### src/hdl/docu_pkg.sv
// ----------------------------------------------------------------------------
// Damped orbit camera package
// Shared widths, fixed-point constants and the arctangent table.
// ----------------------------------------------------------------------------
package docu_pkg;

    localparam int TRIG_ITERATIONS = 16;
    localparam int ATAN_ENTRIES    = 24;
    localparam int ROT_STEPS = (TRIG_ITERATIONS < ATAN_ENTRIES) ? TRIG_ITERATIONS : ATAN_ENTRIES;

    localparam int IN_W  = 72;
    localparam int OUT_W = 48;

    localparam logic [15:0] CORDIC_GAIN = 16'd39797;
    localparam logic signed [28:0] HALF_PI_24 = 29'sd26353589;
    localparam logic signed [28:0] PI_24      = 29'sd52707179;
    localparam logic signed [16:0] PI_13      = 17'sd25736;
    localparam logic signed [16:0] TWO_PI_13  = 17'sd51472;

    localparam logic signed [24:0] ZOOM_MIN = 25'sd7168;
    localparam logic signed [24:0] ZOOM_MAX = 25'sd20480;
    localparam logic signed [16:0] VERT_MAX = 17'sd8192;
    localparam logic [15:0] DIV_MIN = 16'd4096;
    localparam logic signed [24:0] ZSPEED_MAX = 25'sd8388607;
    localparam logic signed [24:0] ZSPEED_MIN = -25'sd8388608;
    localparam logic signed [17:0] EYE_MAX = 18'sd20480;

    localparam logic signed [15:0] H_ANG_RST = 16'sd12868;
    localparam logic [13:0] V_ANG_RST = 14'd3574;
    localparam logic [14:0] ZOOM_RST  = 15'd10240;
    localparam logic [15:0] DAMP_RST  = 16'd5120;

    localparam logic [1:0] REG_X_DAMP = 2'd0;
    localparam logic [1:0] REG_Y_DAMP = 2'd1;
    localparam logic [1:0] REG_Z_DAMP = 2'd2;

    function automatic logic [23:0] atan_entry(input logic [4:0] idx);
        logic [23:0] v;
        unique case (idx)
            5'd0:  v = 24'd13176795;
            5'd1:  v = 24'd7778716;
            5'd2:  v = 24'd4110060;
            5'd3:  v = 24'd2086331;
            5'd4:  v = 24'd1047214;
            5'd5:  v = 24'd524117;
            5'd6:  v = 24'd262123;
            5'd7:  v = 24'd131069;
            5'd8:  v = 24'd65536;
            5'd9:  v = 24'd32768;
            5'd10: v = 24'd16384;
            5'd11: v = 24'd8192;
            5'd12: v = 24'd4096;
            5'd13: v = 24'd2048;
            5'd14: v = 24'd1024;
            5'd15: v = 24'd512;
            5'd16: v = 24'd256;
            5'd17: v = 24'd128;
            5'd18: v = 24'd64;
            5'd19: v = 24'd32;
            5'd20: v = 24'd16;
            5'd21: v = 24'd8;
            5'd22: v = 24'd4;
            5'd23: v = 24'd2;
            default: v = 24'd0;
        endcase
        return v;
    endfunction

endpackage

### src/hdl/docu_div.sv
// ----------------------------------------------------------------------------
// Damping divider
// Restoring divider, one quotient bit per cycle: speed * 4096 / divisor,
// truncated toward zero.
// ----------------------------------------------------------------------------
module docu_div (
    input  logic               i_clk,
    input  logic               i_rst_n,
    input  logic               i_start,
    input  logic signed [23:0] i_speed,
    input  logic        [15:0] i_divisor,
    output logic               o_busy,
    output logic               o_done,
    output logic signed [23:0] o_quot
);
    import docu_pkg::*;

    logic [35:0] r_num;
    logic [16:0] r_rem;
    logic [15:0] r_div;
    logic [5:0]  r_cnt;
    logic        r_neg;
    logic        r_busy;
    logic        r_done;
    logic [23:0] mag;
    logic [16:0] rem_sh;
    logic        fits;

    assign mag    = i_speed[23] ? 24'(-i_speed) : 24'(i_speed);
    assign rem_sh = {r_rem[15:0], r_num[35]};
    assign fits   = rem_sh >= {1'b0, r_div};

    always_ff @(posedge i_clk) begin
        if (!i_rst_n) begin
            r_busy <= 1'b0;
            r_done <= 1'b0;
        end else begin
            r_done <= 1'b0;
            if (i_start) begin
                r_busy <= 1'b1;
                r_cnt  <= 6'd0;
                r_rem  <= '0;
                r_num  <= {mag, 12'd0};
                r_neg  <= i_speed[23];
                r_div  <= (i_divisor < DIV_MIN) ? DIV_MIN : i_divisor;
            end else if (r_busy) begin
                r_rem <= fits ? (rem_sh - {1'b0, r_div}) : rem_sh;
                r_num <= {r_num[34:0], fits};
                r_cnt <= r_cnt + 6'd1;
                if (r_cnt == 6'd35) begin
                    r_busy <= 1'b0;
                    r_done <= 1'b1;
                end
            end
        end
    end

    assign o_busy = r_busy;
    assign o_done = r_done;
    assign o_quot = r_neg ? -$signed(r_num[23:0]) : $signed(r_num[23:0]);

endmodule

### src/hdl/docu_cordic.sv
// ----------------------------------------------------------------------------
// Rotation unit
// Iterative CORDIC: zoom times cosine and sine of a Q3.13 angle, Q5.10 out.
// ----------------------------------------------------------------------------
module docu_cordic (
    input  logic               i_clk,
    input  logic               i_rst_n,
    input  logic               i_start,
    input  logic        [14:0] i_zoom,
    input  logic signed [15:0] i_angle,
    output logic               o_done,
    output logic signed [17:0] o_cos,
    output logic signed [17:0] o_sin
);
    import docu_pkg::*;

    typedef enum logic [1:0] {C_IDLE, C_ITER, C_DONE} t_cstate;

    t_cstate r_state;
    logic signed [32:0] r_x, r_y;
    logic signed [28:0] r_z;
    logic [4:0]  r_i;
    logic        r_neg;
    logic        r_done;
    logic signed [17:0] r_cos, r_sin;
    logic signed [28:0] z0;
    logic signed [32:0] xs, ys, xf, yf, xr, yr;
    logic signed [28:0] at;

    assign z0 = 29'(i_angle) <<< 11;
    assign xs = r_x >>> r_i;
    assign ys = r_y >>> r_i;
    assign at = $signed({5'd0, atan_entry(r_i)});
    assign xf = r_neg ? -r_x : r_x;
    assign yf = r_neg ? -r_y : r_y;
    assign xr = (xf + 33'sd32768) >>> 16;
    assign yr = (yf + 33'sd32768) >>> 16;

    always_ff @(posedge i_clk) begin
        if (!i_rst_n) begin
            r_state <= C_IDLE;
            r_done  <= 1'b0;
        end else begin
            r_done <= 1'b0;
            unique case (r_state)
                C_IDLE: begin
                    if (i_start) begin
                        r_x <= $signed({2'd0, 31'(i_zoom * CORDIC_GAIN)});
                        r_y <= '0;
                        r_i <= 5'd0;
                        if (z0 > HALF_PI_24) begin
                            r_z <= z0 - PI_24; r_neg <= 1'b1;
                        end else if (z0 < -HALF_PI_24) begin
                            r_z <= z0 + PI_24; r_neg <= 1'b1;
                        end else begin
                            r_z <= z0; r_neg <= 1'b0;
                        end
                        r_state <= C_ITER;
                    end
                end
                C_ITER: begin
                    if (!r_z[28]) begin
                        r_x <= r_x - ys; r_y <= r_y + xs; r_z <= r_z - at;
                    end else begin
                        r_x <= r_x + ys; r_y <= r_y - xs; r_z <= r_z + at;
                    end
                    r_i <= r_i + 5'd1;
                    if (r_i == 5'(ROT_STEPS - 1)) r_state <= C_DONE;
                end
                C_DONE: begin
                    r_cos   <= xr[17:0];
                    r_sin   <= yr[17:0];
                    r_done  <= 1'b1;
                    r_state <= C_IDLE;
                end
                default: r_state <= C_IDLE;
            endcase
        end
    end

    assign o_done = r_done;
    assign o_cos  = r_cos;
    assign o_sin  = r_sin;

endmodule

### src/hdl/damped_orbit_camera_update_unit.sv
// ----------------------------------------------------------------------------
// Damped orbit camera update unit
// One beat in per frame: updates speeds, angles and zoom, returns eye position.
//
// Channel   Dir  Handshake                      Contents
// s_axis    in   s_axis_tvalid/s_axis_tready    frame controls
// m_axis    out  m_axis_tvalid/m_axis_tready    eye position
// cfg       in   i_cfg_valid/o_cfg_ready        damping divisors
//
// A frame runs through accept, two setup states, three divisions (36 quotient steps
// each, plus start and handoff) on one shared divider, two CORDIC rotations on one
// shared rotation unit, and one output load.
// Reset restores angles, zoom, speeds and divisors. A finished result waits in
// the output register; the next frame is accepted meanwhile and holds at the
// end until that register is free.
// ----------------------------------------------------------------------------
module damped_orbit_camera_update_unit (
    input  logic        i_clk,
    input  logic        i_rst_n,
    input  logic        s_axis_tvalid,
    output logic        s_axis_tready,
    // restart, x_kick_valid, x_kick, y_kick_valid, y_kick, zoom_kick,
    // zoom_set_valid, zoom_set, pad
    input  logic [docu_pkg::IN_W-1:0]  s_axis_tdata,
    output logic        m_axis_tvalid,
    input  logic        m_axis_tready,
    // eye_x, eye_y, eye_z, pad
    output logic [docu_pkg::OUT_W-1:0] m_axis_tdata,
    input  logic        i_cfg_valid,
    output logic        o_cfg_ready,
    input  logic [1:0]  i_cfg_index,
    input  logic [15:0] i_cfg_data
);
    import docu_pkg::*;

    typedef enum logic [2:0] {
        S_IDLE, S_PREP1, S_PREP2, S_DIV_GO, S_DIV_WAIT, S_ROT_GO, S_ROT_WAIT, S_FIN
    } t_state;

    t_state r_state;
    logic [15:0] r_xdiv, r_ydiv, r_zdiv;
    logic [IN_W-1:0] r_in;
    logic signed [15:0] r_h_ang, r_h_spd, r_v_spd;
    logic [13:0] r_v_ang;
    logic [14:0] r_zoom;
    logic [15:0] r_zoom_tmp;
    logic signed [23:0] r_z_spd;
    logic [1:0]  r_sel;
    logic signed [15:0] r_ex, r_ez;
    logic [14:0] r_ey;
    logic        r_out_valid;
    logic [OUT_W-1:0] r_out;

    logic signed [15:0] base_h_spd, base_v_spd;
    logic signed [23:0] base_z_spd;
    logic [14:0] base_zoom;
    logic signed [24:0] zs_sum, zoom_sum;
    logic signed [16:0] h_sum, v_sum;
    logic signed [23:0] div_in;
    logic [15:0] div_d;
    logic        div_busy, div_done;
    logic signed [23:0] div_q;
    logic [14:0] rot_zoom;
    logic signed [15:0] rot_ang;
    logic        rot_done;
    logic signed [17:0] rot_cos, rot_sin;
    logic        div_start, rot_start;

    assign base_h_spd = r_in[0] ? 16'sd0 : r_h_spd;
    assign base_v_spd = r_in[0] ? 16'sd0 : r_v_spd;
    assign base_z_spd = r_in[0] ? 24'sd0 : r_z_spd;
    assign base_zoom  = r_in[0] ? ZOOM_RST : r_zoom;
    assign zs_sum = 25'(base_z_spd) + 25'($signed(r_in[50:35]));
    assign h_sum  = 17'(r_h_ang) + 17'(r_h_spd);
    assign v_sum  = $signed({3'd0, r_v_ang}) + 17'(r_v_spd);
    assign zoom_sum = $signed({9'd0, r_zoom_tmp}) + 25'(r_z_spd);

    always_comb begin
        unique case (r_sel)
            2'd0:    begin div_in = 24'(r_h_spd); div_d = r_xdiv; end
            2'd1:    begin div_in = 24'(r_v_spd); div_d = r_ydiv; end
            default: begin div_in = r_z_spd;      div_d = r_zdiv; end
        endcase
    end

    assign div_start = (r_state == S_DIV_GO);
    assign rot_start = (r_state == S_ROT_GO);
    assign rot_zoom  = r_zoom;
    assign rot_ang   = r_sel[0] ? $signed({2'd0, r_v_ang}) : r_h_ang;

    docu_div u_div (
        .i_clk     (i_clk),
        .i_rst_n   (i_rst_n),
        .i_start   (div_start),
        .i_speed   (div_in),
        .i_divisor (div_d),
        .o_busy    (div_busy),
        .o_done    (div_done),
        .o_quot    (div_q)
    );

    docu_cordic u_cordic (
        .i_clk   (i_clk),
        .i_rst_n (i_rst_n),
        .i_start (rot_start),
        .i_zoom  (rot_zoom),
        .i_angle (rot_ang),
        .o_done  (rot_done),
        .o_cos   (rot_cos),
        .o_sin   (rot_sin)
    );

    assign o_cfg_ready = 1'b1;

    always_ff @(posedge i_clk) begin
        if (!i_rst_n) begin
            r_xdiv <= DAMP_RST;
            r_ydiv <= DAMP_RST;
            r_zdiv <= DAMP_RST;
        end else if (i_cfg_valid) begin
            unique case (i_cfg_index)
                REG_X_DAMP: r_xdiv <= i_cfg_data;
                REG_Y_DAMP: r_ydiv <= i_cfg_data;
                REG_Z_DAMP: r_zdiv <= i_cfg_data;
                default: ;
            endcase
        end
    end

    always_ff @(posedge i_clk) begin
        if (!i_rst_n) begin
            r_state     <= S_IDLE;
            r_out_valid <= 1'b0;
            r_sel       <= 2'd0;
            r_h_ang     <= H_ANG_RST;
            r_v_ang     <= V_ANG_RST;
            r_zoom      <= ZOOM_RST;
            r_h_spd     <= '0;
            r_v_spd     <= '0;
            r_z_spd     <= '0;
        end else begin
            if (m_axis_tready && r_state != S_FIN) r_out_valid <= 1'b0;
            unique case (r_state)
                S_IDLE: begin
                    if (s_axis_tvalid) begin
                        r_in    <= s_axis_tdata;
                        r_state <= S_PREP1;
                    end
                end
                S_PREP1: begin
                    if (r_in[0]) begin
                        r_h_ang <= H_ANG_RST;
                        r_v_ang <= V_ANG_RST;
                    end
                    r_h_spd <= r_in[1]  ? $signed(r_in[17:2])  : base_h_spd;
                    r_v_spd <= r_in[18] ? $signed(r_in[34:19]) : base_v_spd;
                    if (zs_sum > ZSPEED_MAX)      r_z_spd <= ZSPEED_MAX[23:0];
                    else if (zs_sum < ZSPEED_MIN) r_z_spd <= ZSPEED_MIN[23:0];
                    else                          r_z_spd <= zs_sum[23:0];
                    r_zoom_tmp <= r_in[51] ? r_in[67:52] : {1'b0, base_zoom};
                    r_state <= S_PREP2;
                end
                S_PREP2: begin
                    if (h_sum >= PI_13)       r_h_ang <= 16'(h_sum - TWO_PI_13);
                    else if (h_sum < -PI_13)  r_h_ang <= 16'(h_sum + TWO_PI_13);
                    else                      r_h_ang <= h_sum[15:0];
                    if (v_sum < 0)             r_v_ang <= '0;
                    else if (v_sum > VERT_MAX) r_v_ang <= VERT_MAX[13:0];
                    else                       r_v_ang <= v_sum[13:0];
                    if (zoom_sum < ZOOM_MIN)      r_zoom <= ZOOM_MIN[14:0];
                    else if (zoom_sum > ZOOM_MAX) r_zoom <= ZOOM_MAX[14:0];
                    else                          r_zoom <= zoom_sum[14:0];
                    r_sel   <= 2'd0;
                    r_state <= S_DIV_GO;
                end
                S_DIV_GO: r_state <= S_DIV_WAIT;
                S_DIV_WAIT: begin
                    if (div_done) begin
                        unique case (r_sel)
                            2'd0:    r_h_spd <= div_q[15:0];
                            2'd1:    r_v_spd <= div_q[15:0];
                            default: r_z_spd <= div_q;
                        endcase
                        if (r_sel == 2'd2) begin
                            r_sel   <= 2'd0;
                            r_state <= S_ROT_GO;
                        end else begin
                            r_sel   <= r_sel + 2'd1;
                            r_state <= S_DIV_GO;
                        end
                    end
                end
                S_ROT_GO: r_state <= S_ROT_WAIT;
                S_ROT_WAIT: begin
                    if (rot_done) begin
                        if (r_sel[0]) begin
                            if (rot_sin < 0)            r_ey <= '0;
                            else if (rot_sin > EYE_MAX) r_ey <= EYE_MAX[14:0];
                            else                        r_ey <= rot_sin[14:0];
                            r_state <= S_FIN;
                        end else begin
                            if (rot_cos > EYE_MAX)       r_ex <= EYE_MAX[15:0];
                            else if (rot_cos < -EYE_MAX) r_ex <= 16'(-EYE_MAX);
                            else                         r_ex <= rot_cos[15:0];
                            if (rot_sin > EYE_MAX)       r_ez <= EYE_MAX[15:0];
                            else if (rot_sin < -EYE_MAX) r_ez <= 16'(-EYE_MAX);
                            else                         r_ez <= rot_sin[15:0];
                            r_sel   <= 2'd1;
                            r_state <= S_ROT_GO;
                        end
                    end
                end
                S_FIN: begin
                    if (!r_out_valid || m_axis_tready) begin
                        r_out       <= {1'b0, r_ez, r_ey, r_ex};
                        r_out_valid <= 1'b1;
                        r_state     <= S_IDLE;
                    end
                end
                default: r_state <= S_IDLE;
            endcase
        end
    end

    assign s_axis_tready = (r_state == S_IDLE);
    assign m_axis_tvalid = r_out_valid;
    assign m_axis_tdata  = r_out;

`ifndef NO_ASSERTIONS
    a_idle_div: assert property (@(posedge i_clk) disable iff (!i_rst_n)
        (r_state == S_IDLE) |-> !div_busy)
        else $error("divider busy while idle");
    a_one_beat: assert property (@(posedge i_clk) disable iff (!i_rst_n)
        (s_axis_tvalid && s_axis_tready) |=> !s_axis_tready)
        else $error("second beat taken during a frame");
    a_eye_y: assert property (@(posedge i_clk) disable iff (!i_rst_n)
        m_axis_tvalid |-> (m_axis_tdata[30:16] <= 15'd20480))
        else $error("eye height out of range");
`endif

endmodule

### config.mk
export PLATFORM = sky130hd
export DESIGN_NAME = damped_orbit_camera_update_unit
export DESIGN_NICKNAME = d
export VERILOG_FILES = /design/src/hdl/docu_pkg.sv /design/src/hdl/docu_div.sv /design/src/hdl/docu_cordic.sv /design/src/hdl/damped_orbit_camera_update_unit.sv
export SDC_FILE = /design/constraint.sdc
export NUM_CORES = 2
export LEC_CHECK = 0
export BUFFER_PORTS_ARGS = -buffer_cell sky130_fd_sc_hd__buf_2
export CORE_MARGIN = 1
export CORE_UTILIZATION = 55
export CTS_BUF_LIST = sky130_fd_sc_hd__clkbuf_4 sky130_fd_sc_hd__clkbuf_8
export DETAILED_ROUTE_END_ITERATION = 10
export GPL_TIMING_DRIVEN = 0
export PLACE_DENSITY_LB_ADDON = 0.15
export SLEW_MARGIN = 20
export SYNTH_ARGS = -nofsm -noshare
export SYNTH_HDL_FRONTEND = slang
export SYNTH_SLANG_ARGS = --single-unit
### constraint.sdc
create_clock -name i_clk -period 14.1 [get_ports i_clk]
set_clock_uncertainty 0.1 [all_clocks]
set_input_delay 1.41 -clock i_clk [delete_from_list [all_inputs] [get_ports i_clk]]
set_output_delay 1.41 -clock i_clk [all_outputs]
set_load 0.1 [all_outputs]
## Yosys cells after proc, flatten, opt, wreduce, memory -nomap -nowiden

Memories as Yosys holds them, arrays and structs flattened. A register that Yosys moved wholly into a read port is not among the register bits.
Index checks and enable logic that the tools add are counted.

| cells by class | value |
|---|---|
| add/sub/neg operators | 24 |
| multipliers | 1 |
| order comparisons | 17 |
| equal/unequal tests | 29 |
| shift operators | 2 |
| muxes and demuxes | 80 |
| bitwise gates (word level) | 3 |
| reductions and logical operators | 38 |

Operator list:

| cell | count |
|---|---|
| $mux W16 | 15 |
| $mux W33 | 6 |
| $mux W24 | 7 |
| $pmux W33 S2 | 2 |
| $pmux W16 S2 | 4 |
| $mux W29 | 4 |
| $pmux W24 S2 | 2 |
| $mux W15 | 5 |
| $mux W36 | 2 |
| $add A33 B17 Y33 const B | 2 |
| $add A33 B33 Y33 | 2 |
| $neg A33 Y33 | 2 |
| $sshr A33 B5 Y33 | 2 |
| $sub A33 B33 Y33 | 2 |
| $pmux W29 S2 | 1 |
| $lt A17 B16 Y1 const B | 3 |
| $neg A24 Y24 | 2 |
| $mux W14 | 3 |
| $gt A17 B16 Y1 const B | 2 |
| $lt A17 B1 Y1 const B | 2 |
| $mul A15 B16 Y31 const B | 1 |
| $add A29 B25 Y29 | 1 |
| $sub A29 B25 Y29 | 1 |
| $add A27 B27 Y28 const B | 1 |
| 54 further kinds | 120 |

| word-level totals | value |
|---|---|
| register bits | 548 |
| ROM bits | 768 |
| output and inout bits | 51 |
| word-level logic and storage cells | 235 |
| memories kept | 1 |

Memory list:

| memory | depth | width | rd ports | clocked after Yosys merged registers in | wr ports | line | text |
|---|---|---|---|---|---|---|---|
| (name not given) | 32 | 24 | 1 | 1 | 0 | docu_pkg.sv:39 | `unique case (idx)` |

## Longest topological paths before layout

| logic depth | value |
|---|---|
| depth in word-level cells | 6 |
| mapped depth | 29 |
| gate-level depth less buffers | 25 |

## Modules after synthesis

Synthesis repeated with hierarchy kept, for this count alone.

| unflattened totals | value |
|---|---|
| cell total of the unflattened synthesis | 5131 |
| area total of the unflattened synthesis | 47140.2 sq um |

Modules (own cells, without submodules):

| module | times used | cells each | area each (sq um) |
|---|---|---|---|
| docu_cordic | 1 | 2758 | 24349.6 |
| damped_orbit_camera_update_unit | 1 | 1863 | 17749.5 |
| docu_div | 1 | 510 | 5041.1 |

## Worst setup path after synthesis

OpenSTA, ideal clock, no wires.

| path | value |
|---|---|
| kind | register to register |
| start | reg u_cordic.r_i[0] |
| end | reg u_cordic.r_x[32], data pin |
| arrival | 5.906 ns |
| required time | 13.734 ns |
| setup slack | 7.828 ns |
| cell stages (with the launch flop) | 24 |
| buffers on the path | 1 |
| cells stage by stage | edfxtp_1 buf_6 mux4_1 mux4_2 nand2_1 a21boi_1 ha_1 inv_1 a221oi_2 nand2_1 nor4b_2 a31oi_1 xnor2_1 ha_1 a211o_1 a2111oi_0 o21ai_0 a221oi_1 o21ai_0 a221o_1 a211o_1 o31a_1 xnor2_1 nor2_1 |

| on the way | value |
|---|---|
| word-level cells in the longest chain between the ends | 4 |
| elaborated cells on any way between the ends | 5 |

RTL lines:

| element | line | text |
|---|---|---|
| start: declaration | docu_cordic.sv:22 | `logic [4:0] r_i;` |
| start signal: assignment | docu_cordic.sv:67 | `r_i <= r_i + 5'd1;` |
| $sshr A33 B5 Y33 * | docu_cordic.sv:32 | `assign ys = r_y >>> r_i;` |
| $sub A33 B33 Y33 or $add A33 B33 Y33 (tied branches) | docu_cordic.sv:63, docu_cordic.sv:65 |  |
| $mux W33 * | docu_cordic.sv:62 | `if (!r_z[28]) begin` |
| $pmux W33 S2 * | docu_cordic.sv:45 | `unique case (r_state)` |
| end signal: assignment | docu_cordic.sv:48 | `r_x <= $signed({2'd0, 31'(i_zoom * CORDIC_GAIN)});` |
| end signal: assignment | docu_cordic.sv:63 | `r_x <= r_x - ys; r_y <= r_y + xs; r_z <= r_z - at;` |
| end signal: assignment | docu_cordic.sv:65 | `r_x <= r_x + ys; r_y <= r_y - xs; r_z <= r_z + at;` |
| end: declaration | docu_cordic.sv:20 | `logic signed [32:0] r_x, r_y;` |

Mark *: on every way between the ends. The rest lies on a longest branch, timed or not.
A chain may end at the register's enable or synchronous reset.

## Worst setup path after layout

Same ends and word-level chain as after synthesis.

==> flow_results.xml <==
<?xml version="1.0" encoding="UTF-8"?>
<metrics>
  <group name="run_status">
    <metric name="outcome" unit="">finished, final reports clean</metric>
  </group>
  <group name="cells_and_area">
    <metric name="nNetsFinal" unit="">5705</metric>
    <metric name="layout-drive-gt1-share" unit="">0.105</metric>
    <metric name="fillCellCount" unit="">7107</metric>
    <metric name="final_cell_count_no_fill" unit="">6357</metric>
    <metric name="synthToLayoutAreaGrowth" unit="%">9.69</metric>
  </group>
  <group name="timing">
    <metric name="worst_slew_margin_rel" unit="">0.212</metric>
    <metric name="fmax" unit="MHz">113</metric>
    <metric name="grt_setup_unrepaired" unit="">false</metric>
    <metric name="finalCriticalPeriod" unit="ns">8.83</metric>
    <metric name="sum_neg_setup_slack" unit="ns">0</metric>
    <metric name="setup_viol" unit="">0</metric>
    <metric name="drv_slew" unit="">0</metric>
    <metric name="slew_at_the_pin_closest_to_its_max_slew_limit" unit="ns">1.17</metric>
    <metric name="post-route-period-util" unit="">0.626</metric>
    <metric name="final-hold-violation-count" unit="">0</metric>
  </group>
  <group name="critical_path">
    <metric name="crit_path_top_delay_cell" unit="">mux2i_1</metric>
    <metric name="path_max_fanout" unit="">10</metric>
    <metric name="crit_required" unit="ns">14.45</metric>
    <metric name="startpoint_type" unit="">register</metric>
    <metric name="slowest_delay" unit="ns">0.89</metric>
    <metric name="critical_path_sink_type" unit="">register</metric>
    <metric name="critical_path_start_end_classification" unit="">register to register</metric>
    <metric name="cp.arrival" unit="ns">9.18</metric>
  </group>
  <group name="drt">
    <metric name="first_pass_iters" unit="">9</metric>
    <metric name="detail-route-antenna-nets" unit="">0</metric>
    <metric name="detail_route.wl_per_cell" unit="um">23.6</metric>
    <metric name="finalWirelength" unit="mm">150</metric>
    <metric name="drc" unit="">0</metric>
    <metric name="avgViaCountPerCell" unit="">6.31</metric>
    <metric name="first_iter_violations" unit="">4052</metric>
    <metric name="routed-via-count" unit="">40100</metric>
  </group>
  <group name="synth">
    <metric name="synthesis.instances" unit="">4947</metric>
    <metric name="synthDistinctLibCells" unit="">104</metric>
    <metric name="synth.avg_cell_area" unit="um^2">9.21</metric>
    <metric name="synth-warning-count" unit="">0</metric>
    <metric name="synth_seq_area_share" unit="">0.336</metric>
    <metric name="yosys-top-cells-area" unit="">edfxtp_1 (26%), ha_1 (8.5%), dfxtp_1 (8.1%)</metric>
    <metric name="synth.top_cells.by_count" unit="">nand2_1 (518), a21oi_1 (389), edfxtp_1 (388)</metric>
    <metric name="yosysTopAreaCell" unit="">edfxtp_1</metric>
    <metric name="synth-edff-count" unit="">388</metric>
    <metric name="syn_area" unit="um^2">45600</metric>
    <metric name="syn-num-nets" unit="">5452</metric>
    <metric name="synth_top_flop_cell" unit="">edfxtp_1</metric>
    <metric name="post-synth-top-count-cell" unit="">nand2_1</metric>
    <metric name="synth-seq-cells" unit="">572</metric>
    <metric name="synth_largest_type_area_fraction" unit="">0.256</metric>
    <metric name="async_reset_ff_frac" unit="">0</metric>
  </group>
  <group name="flow_run">
    <metric name="drv.max_cap_violation_count" unit="">0</metric>
  </group>
  <group name="placement">
    <metric name="port_buffers" unit="">138</metric>
    <metric name="dp.cells" unit="">6168</metric>
    <metric name="detailed_placement_hpwl" unit="mm">117</metric>
    <metric name="finalWeightedCongestion" unit="">1.07</metric>
  </group>
  <group name="global_routing">
    <metric name="grt_pass1_vias" unit="">38100</metric>
    <metric name="grt_start_max_net_pins" unit="">68</metric>
    <metric name="grt_pass1_wl" unit="mm">227</metric>
    <metric name="globalRoute.totalOverflow" unit="">0</metric>
    <metric name="global_route.usage.total" unit="">0.350</metric>
    <metric name="antenna_violations_before_repair" unit="">2</metric>
  </group>
  <group name="clock_tree">
    <metric name="numCtsBuffers" unit="">100</metric>
    <metric name="root_buffer" unit="">clkbuf_8</metric>
    <metric name="max-clock-path-buffers" unit="">3</metric>
    <metric name="clkSinkCount" unit="">572</metric>
    <metric name="cts_htree_levels" unit="">3</metric>
    <metric name="cts_resized" unit="">0</metric>
    <metric name="post_cts_hold_buffer_count" unit="">0</metric>
    <metric name="cts.reportedPaths.clkPinSlew" unit="ns">0.07</metric>
    <metric name="postCtsSetupRepairBufs" unit="">0</metric>
    <metric name="tritoncts" unit="">built</metric>
    <metric name="clock_latency" unit="ns">0.76</metric>
  </group>
  <group name="floorplan">
    <metric name="dieHeight" unit="um">290</metric>
    <metric name="num_rows" unit="">105</metric>
    <metric name="coreArea" unit="um^2">82100</metric>
    <metric name="die_w" unit="um">290</metric>
    <metric name="num_io_pins" unit="">146</metric>
    <metric name="start_util" unit="">0.555</metric>
    <metric name="die_area" unit="um^2">84000</metric>
  </group>
  <group name="power">
    <metric name="power_per_cell_area" unit="nW/um^2">100</metric>
    <metric name="p_leak" unit="nW">20.2</metric>
    <metric name="irDropWorstVdd" unit="mV">0.0927</metric>
  </group>
  <group name="min_path">
    <metric name="worstHoldPathType" unit="">register to register</metric>
  </group>
</metrics>
==> cells by family (layout without fill, tap and decap cells) <==
kind of cell,Yosys count,count (layout),synth area share
AOI/OAI and AO/OA,1322,1322,0.183
xor gates and xnor gates,375,375,0.0720
adders and majority gates,410,410,0.129
buffers and inverters,540,875,0.0471
DFF,572,572,0.336
muxes,232,232,0.0770
other,2,7,0.000165
and+or+nand+nor,1494,1494,0.155
==> worst paths after layout <==
kind / start / end / slack [ns] / depth (start not counted)
max: u_cordic.r_i[0] / u_cordic.r_x[32] / 5.27 / 25
min: r_ex[2] / m_axis_tdata[2] / 0.29 / 0
max reg2reg: u_cordic.r_i[0] / u_cordic.r_x[32] / 5.27 / 25
min reg2reg: r_ex[2] / m_axis_tdata[2] / 0.29 / 0
==> flip-flops by register name, summed over array words and instances, names as in the netlist, 17 cells and up <==
name,cells
u_div.r_num,36
u_cordic.o_sin,17
u_cordic.at,24
u_cordic.o_cos,17
r_z_spd,24
m_axis_tdata,47
u_cordic.r_y,33
r_in,68
u_cordic.r_x,33
u_cordic.r_z,29
==> power by group <==
group	switching [mW]	leakage, nW	internal, mW
Sequential	0.0738	5.03	1.88
Clock	0.733	1.14	0.914
Combinational	0.833	14.1	0.567
==> through the flow <==
stage	setup slack, ns	util	hold WS, ns	power (mW)	instance area (um^2)
after CTS	5.59	0.609	0.296	5.01	50000
after floorplan	7.83	-	0.300	3.01	45600
final	5.27	0.609	0.286	5.00	50000
after global placement	5.62	0.580	0.303	3.34	47600
after detailed placement	5.60	0.583	0.305	3.36	47900
after global routing	4.84	0.609	0.321	5.27	50000
==> per-layer routing <==
layer,wire length (um),GRT usage,vias to the layer above
li1,-,-,18600
met2,66500,0.550,1990
met5,14,0,-
met1,61300,0.454,19000
met3,12000,0.0597,532
met4,10300,0.211,2
==> cell usage in the layout, fill, tap and decap left out, drive strengths merged, types with 83 or more instances in the layout <==
| cell | count |
|---|---|
| clkbuf | 341 |
| mux2i | 110 |
| a21o | 94 |
| dfxtp | 184 |
| a21oi | 389 |
| fa | 101 |
| nor3 | 83 |
| ha | 309 |
| xor2 | 163 |
| a31oi | 96 |
| xnor2 | 212 |
| nand2 | 518 |
| nand3 | 94 |
| edfxtp | 388 |
| buf | 222 |
| inv | 285 |
| nor2 | 384 |
| o21ai | 318 |
| mux4 | 90 |
==> worst max-delay path: cells and delay by family, from the launching register on <==
kind            cells  cell delay (ns)
xor+xnor            2             0.32
compound gates     11             3.76
mux                 2             1.24
simple gates        3             0.95
fa+ha+maj           2             0.49
buf+inv             5             1.21
flops               1             0.47
==> area by class of cell <==
| class | count | area (um^2) | area share |
|---|---|---|---|
| Antenna cell | 5 | 12.5 | 0.000250 |
| Buffer | 258 | 1090 | 0.0218 |
| Clock buffer | 154 | 1850 | 0.0370 |
| Clock inverter | 30 | 287 | 0.00573 |
| Inverter | 282 | 1060 | 0.0213 |
| Multi-Input combinational cell | 3835 | 28100 | 0.563 |
| Sequential cell | 572 | 15300 | 0.307 |
| Tap cell | 1070 | 1340 | 0.0268 |
| Timing Repair Buffer | 151 | 890 | 0.0178 |
Note: power is estimated with default switching activity, not from simulation.
